--- config.mk ---
export PLATFORM = sky130hd
export DESIGN_NAME = pagc_div
export DESIGN_NICKNAME = d
export VERILOG_FILES = /design/src/hdl/pagc_pkg.sv /design/src/hdl/pagc_div.sv
export SDC_FILE = /design/constraint.sdc
export NUM_CORES = 1
export LEC_CHECK = 0
export BUFFER_PORTS_ARGS = -buffer_cell sky130_fd_sc_hd__buf_2
export CAP_MARGIN = 20
export CORE_UTILIZATION = 61
export DETAILED_ROUTE_END_ITERATION = 6
export PLACE_DENSITY = 0.86
export RECOVER_POWER = 25
export SLEW_MARGIN = 5
export SYNTH_ARGS = -nofsm -noshare
export SYNTH_HDL_FRONTEND = slang
export SYNTH_SLANG_ARGS = --single-unit
--- constraint.sdc ---
create_clock -name clock -period 5.7 [get_ports clock]
set_input_delay 0.57 -clock clock [delete_from_list [all_inputs] [get_ports clock]]
set_output_delay 0.57 -clock clock [all_outputs]
set_load 0.05 [all_outputs]
--- src/hdl/pagc_pkg.sv ---
// Shared constants and types for the peak AGC gain stage.
package pagc_pkg;

   localparam int SAMPLE_W   = 24;
   localparam int GAIN_W     = 24;
   localparam int COEFF_W    = 16;
   localparam int FRAC_GAIN  = 19;
   localparam int FRAC_COEFF = 16;

   localparam int FADE_STEPS = 1024;
   localparam int FADE_SH    = $clog2(FADE_STEPS);
   localparam int FADE_W     = $clog2(FADE_STEPS + 1);

   localparam int RAMP_STEPS = 512;
   localparam int RAMP_SH    = $clog2(RAMP_STEPS);
   localparam int RAMP_W     = $clog2(RAMP_STEPS + 1);
   localparam int RAMP_INC_W = SAMPLE_W + 1 - RAMP_SH;

   localparam int DIV_QBITS  = 24;
   localparam int DIV_NUM_W  = GAIN_W + FRAC_GAIN;
   localparam int DIV_CNT_W  = $clog2(DIV_QBITS + 1);

   localparam logic [GAIN_W-1:0] UNITY_GAIN = 24'd524288;

   localparam logic [23:0] RST_TARGET_PEAK = 24'd4194304;
   localparam logic [15:0] RST_ATTACK      = 16'd6554;
   localparam logic [15:0] RST_RELEASE     = 16'd66;
   localparam logic [15:0] RST_HOLD        = 16'd1920;
   localparam logic [15:0] RST_SMOOTH      = 16'd328;
   localparam logic [23:0] RST_NOISE_FLOOR = 24'd8389;
   localparam logic [23:0] RST_MAX_GAIN    = 24'd8388608;

   typedef enum logic [2:0] {
      REG_TARGET_PEAK  = 3'd0,
      REG_SQUASH_EN    = 3'd1,
      REG_ATTACK       = 3'd2,
      REG_RELEASE      = 3'd3,
      REG_HOLD         = 3'd4,
      REG_SMOOTH       = 3'd5,
      REG_NOISE_FLOOR  = 3'd6,
      REG_MAX_GAIN     = 3'd7
   } csr_index_type;

endpackage

--- src/hdl/pagc_div.sv ---
// Restoring divider, one quotient bit per cycle, quotient saturated to 24 bits.
module pagc_div
   import pagc_pkg::*;
(
   input  logic                 clock,
   input  logic                 reset,
   input  logic                 start,
   input  logic [DIV_NUM_W-1:0] dividend,
   input  logic [GAIN_W-1:0]    divisor,
   output logic                 busy,
   output logic [DIV_QBITS-1:0] quotient
);

   logic [DIV_CNT_W-1:0] cnt_ff;
   logic [GAIN_W-1:0]    rem_ff, rem_in;
   logic [DIV_QBITS-1:0] low_ff, quo_ff;
   logic                 ovf_ff;
   logic [GAIN_W:0]      trial, trial_sub;
   logic                 trial_ge;
   logic [GAIN_W-1:0]    top_part;

   assign top_part  = GAIN_W'(dividend[DIV_NUM_W-1:DIV_QBITS]);
   assign trial     = {rem_ff, low_ff[DIV_QBITS-1]};
   assign trial_ge  = trial >= {1'b0, divisor};
   assign trial_sub = trial - {1'b0, divisor};
   assign rem_in    = trial_ge ? trial_sub[GAIN_W-1:0] : trial[GAIN_W-1:0];

   always_ff @(posedge clock) begin
      if (reset) begin
         cnt_ff <= '0;
      end else if (start) begin
         cnt_ff <= DIV_CNT_W'(DIV_QBITS);
      end else if (cnt_ff != '0) begin
         cnt_ff <= cnt_ff - 1'b1;
      end
   end

   always_ff @(posedge clock) begin
      if (start) begin
         rem_ff <= top_part;
         low_ff <= dividend[DIV_QBITS-1:0];
         ovf_ff <= top_part >= divisor;
         quo_ff <= '0;
      end else if (cnt_ff != '0) begin
         rem_ff <= rem_in;
         low_ff <= {low_ff[DIV_QBITS-2:0], 1'b0};
         quo_ff <= {quo_ff[DIV_QBITS-2:0], trial_ge};
      end
   end

   assign busy     = cnt_ff != '0;
   assign quotient = ovf_ff ? '1 : quo_ff;

endmodule

-- Yosys cells after proc, flatten, opt, wreduce, memory -nomap -nowiden
Index checks and enable logic that the tools add are counted.
- bits of input ports: 70
- word-level logic and storage cells: 22
- memories kept: 0
- bits in latches: 0
- register bits after elaboration: 78
- output and inout bits: 25
- ROM bits: 0
- RAM bits: 0
- magnitude comparators: 2
- equal/unequal tests: 0
- mux-type cells: 8
- bitwise operators: 0
- reductions and logical operators: 3
- shift-type cells: 0
- divide/modulo/power cells: 0
- multiply operators: 0
- add/sub/neg operators: 2
- operators with widths (kind ; number):
    24-bit two-way mux ; 4
    19-bit two-way mux ; 2
    25-bit by 24-bit greater-or-equal comparator with 1-bit output ; 1
    19-bit by 24-bit greater-or-equal comparator with 1-bit output ; 1
    24-bit subtractor ; 1
    5-bit two-way mux ; 2
    5-bit nonzero test ; 1
    5-bit by 1-bit subtractor with 5-bit output, second input constant ; 1
    2-bit nonzero test ; 1
    2-bit OR reduction ; 1

-- Depth between registers and ports, before layout
- word-level depth: 4
- depth in mapped cells: 12
- mapped depth without buffers: 12

-- Worst setup path before layout
OpenSTA, ideal clock, no wires.
- path type: input to register
- start point: input divisor[3]
- end point: register rem_ff[18] (data pin)
- path buffers: 0
- required time: 5439 ps
- library setup time: 261 ps
- slack: 2806 ps
- arrival: 2633 ps
- cell stages on the path: 10
- path through: inv_1 -> ha_1 -> a21o_1 -> a21oi_1 -> a211oi_2 -> o311ai_2 -> a21o_2 -> a21oi_4 -> o211a_1 -> a311o_1
- longest elaborated chain between the ends: 4
- elaborated cells on any way between the ends: 5
- classes of those cells: 1 x add/sub; 1 x order compare; 3 x mux
- ends and longest elaborated chain (what ; RTL line ; RTL):
    start: declaration ; pagc_div.sv:9 ; input logic [GAIN_W-1:0] divisor,
    24-bit subtractor / 25-bit by 24-bit greater-or-equal comparator with 1-bit output (equally long branches) ; pagc_div.sv:25, pagc_div.sv:24 ;
    24-bit two-way mux (*) ; pagc_div.sv:26 ; assign rem_in = trial_ge ? trial_sub[GAIN_W-1:0] : trial[GAIN_W-1:0];
    19-bit two-way mux (*) ; pagc_div.sv:44 ; end else if (cnt_ff != '0) begin
    19-bit two-way mux (*) ; pagc_div.sv:39 ; if (start) begin
    end signal: assignment ; pagc_div.sv:40 ; rem_ff <= top_part;
    end signal: assignment ; pagc_div.sv:45 ; rem_ff <= rem_in;
    end: declaration ; pagc_div.sv:15 ; logic [GAIN_W-1:0] rem_ff, rem_in;
Every way passes the cells marked *; elsewhere a longest branch is shown, timed or not. The select of a mux whose other input is x is not followed.
A chain may end at the register's enable or synchronous reset.

-- Worst setup path in the final report
- start point: register low_ff[23]
- end point: register rem_ff[14] (data pin)
- longest elaborated chain between the ends: 4
- elaborated cells on any way between the ends: 5
- classes of those cells: 1 x add/sub; 1 x order compare; 3 x mux
- ends and longest elaborated chain (what ; RTL line ; RTL):
    start: declaration ; pagc_div.sv:16 ; logic [DIV_QBITS-1:0] low_ff, quo_ff;
    start signal: assignment ; pagc_div.sv:41 ; low_ff <= dividend[DIV_QBITS-1:0];
    start signal: assignment ; pagc_div.sv:46 ; low_ff <= {low_ff[DIV_QBITS-2:0], 1'b0};
    24-bit subtractor / 25-bit by 24-bit greater-or-equal comparator with 1-bit output (equally long branches) ; pagc_div.sv:25, pagc_div.sv:24 ;
    24-bit two-way mux (*) ; pagc_div.sv:26 ;
    19-bit two-way mux (*) ; pagc_div.sv:44 ;
    19-bit two-way mux (*) ; pagc_div.sv:39 ;
Marks and branches as above.

==> run metrics <==
area leader, netlist edfxtp_1; Longest Clk Path Bufs 2; synth top area cells edfxtp_1 (25%), dfxtp_1 (13%), ha_1 (11%); #FFs+latches synth 78; vias in the first global route 4,358; Slowest-stage cell, CP edfxtp_1; clk root buf clkbuf_8; Initial Utilization 0.637; Post-synth top cells nand2_1 (78), a21oi_1 (47), ha_1 (45); peak supply drop 0.230 mV; Post-synth EDFFs 44; largest net degree at the start of global routing 90; PwrDens 421 mW/mm²; initial antenna violation count 0; Net Count, Synth 690; Ys Warns 0; CP endpoint kind register; # resized after CTS 0; vias per cell 6.08; reg2reg setup slack 2490 ps; Max transition margin 0.165; # placed instances 746; ANT cells 0; RR Startpoint low_ff[23]; number of cells on the critical path 12; Post-Synthesis Cell Area 0.00531 mm²; Util after Layout 0.719; via count 4,638; endpoints failing setup 0; fin cells 763; critical path launch point type register; status finished clean; Area Growth Syn to Fin 12.9%; Yosys top cell area share 0.249; Final ANT Viol Nets 0; Fin Hold WS 447 ps; first-pass GRT wire length 19,900 µm; # Post-CTS Setup Buffers 0; Area after DPL 0.00582 mm²; crit-path max cell delay 450 ps; Nets 769; drt wl/cell 16.1 µm; sum of negative setup slack 0 ps; clk_lat worst skew 370 ps; Die H 95.3 µm; final WL 12,300 µm; asr flop ratio synth 0; Gate Count Post-Synth 574; I/O pin cnt 95; max_cap viols 0; GR Overflow Total 0; Worst Setup SP low_ff[23]; CTS tree yes; worst-path maximum fanout 3; post-synthesis area per instance 9.26 µm²; port bufs 94; GPL Wtd Cong 0.948; Num CTS Buffers 9; clock skew 22.9 ps; Worst Tran Pin Value 1250 ps; # rows 33; placed wire-length estimate 8710 µm; FF-to-FF End rem_ff[14]; ys flop type edfxtp_1; path depth of the worst reg2reg path 12; crit path DAT 3320 ps; initial DRC count 374; DRT Pass-1 Iters 5; Reg clk slew, reported paths 80 ps; post-synthesis sequential area ratio 0.377; Tcrit/Tclk final 0.563; CP Buf/Inv Count 2; CP Class reg -> reg; worst hold-check path type in -> reg; Leak Pwr 2.61 nW; # H-tree levels 3; crit path to rem_ff[14]; CORE AREA 0.00834 mm²; crit path cell chain inv_1 -> ha_1 -> inv_1 -> fa_1 -> a211oi_1 -> nor3_1 -> o21ai_0 -> nand2_1 -> a31o_2 -> xnor2_1 -> a211oi_1 -> a311o_1; # DRC 0; Slew Viols, Final 0; fmax 311 MHz; Global Route Usage Sum 0.285; Hold Buf Count CTS 0; Final min period 3210 ps; die area 0.00909 mm²; Required @ worst endpoint 5810 ps; most numerous cell in the Yosys netlist nand2_1; Hold Violations, Final 0; share of layout cells above drive strength 1 0.272; CP top delay family compound AO/OA/AOI/OAI gates; CTS sink cnt 78; final instance area 0.00600 mm²; Synth cell types 62; die width 95.3 µm; RSZ-0062 raised after global routing false
## worst min path at each step
stage	start	endpoint	slack (ps)	depth (start not counted)
2_1_floorplan	quo_ff[23]	quo_ff[23]	430	2
3_3_place_gp	quo_ff[23]	quo_ff[23]	430	2
3_5_place_dp	quo_ff[23]	quo_ff[23]	450	2
4_1_cts	reset	cnt_ff[3]	430	2
5_1_grt	reset	cnt_ff[3]	440	2
6_report	reset	cnt_ff[3]	450	2
## registers in the layout, indices dropped and copies added (netlist names)
register  count
quo_ff       24
rem_ff       24
ovf_ff        1
low_ff       24
cnt_ff        5
## worst register-to-register path, delay by kind of cell (launching register included)
kind / cells / cell delay (ps)
AO/OA/AOI/OAI: 5 / 1360
buffers and inverters: 2 / 140
XOR/XNOR: 1 / 160
AND/OR/NAND/NOR: 2 / 300
adder cells (fa/ha/maj): 2 / 570
flip-flops: 1 / 450
## metal layers
layer | global-route usage | up-vias | routed length (µm) | share of wire
li1 | - | 2261 | - | -
met1 | 0.375 | 2130 | 5310 | 0.43
met2 | 0.461 | 219 | 5650 | 0.46
met3 | 0.0598 | 28 | 1020 | 0.083
met4 | 0.110 | 0 | 289 | 0.024
met5 | 0 | - | 0 | 0
## cell type report
| class | count | area, µm² |
|---|---|---|
| clock buffer | 13 | 161 |
| clock inverter | 3 | 18.8 |
| tap | 105 | 131 |
| fill | 631 | 2340 |
| multi-input combinational | 433 | 3060 |
| inverter | 32 | 120 |
| timing repair buffer | 99 | 504 |
| sequential | 78 | 2000 |
## through the flow
| step | setup slack, ps | total power [mW] |
|---|---|---|
| floorplan | 2810 | 1.83 |
| global placement | 2400 | 2.06 |
| detailed placement | 2280 | 2.10 |
| CTS | 2520 | 2.51 |
| global route | 2240 | 2.69 |
| finish | 2490 | 2.52 |
## layout by cell type (no fill, tap or decap), drive strengths merged, types with 11 or more instances in the layout
cell | Yosys | final
o311ai | 11 | 11
mux2 | 23 | 23
buf | 4 | 98
edfxtp | 44 | 44
a21o | 17 | 17
dfxtp | 34 | 34
ha | 45 | 45
a21oi | 49 | 49
or2 | 24 | 24
inv | 31 | 31
nand2 | 78 | 78
clkbuf | 27 | 14
nand4 | 18 | 18
nor2 | 27 | 27
o21ai | 18 | 18
## report_power, final
group | internal, mW | leakage [nW] | switching, mW | total, mW
Combinational | 0.510 | 1.78 | 0.800 | 1.31
Clock | 0.186 | 0.0955 | 0.202 | 0.389
Sequential | 0.753 | 0.737 | 0.0721 | 0.825
## cell families (layout without fill, tap and decap cells)
kind of cell | after synthesis | after routing | share of synthesized area
xor gates and xnor gates | 20 | 20 | 0.0330
buffers and inverters | 63 | 147 | 0.0471
and+or+nand+nor | 195 | 195 | 0.179
adders and majority gates | 46 | 46 | 0.110
DFF | 78 | 78 | 0.377
muxes | 23 | 23 | 0.0487
AOI/OAI and AO/OA | 149 | 149 | 0.206
Note: power is estimated with default switching activity, not from simulation.
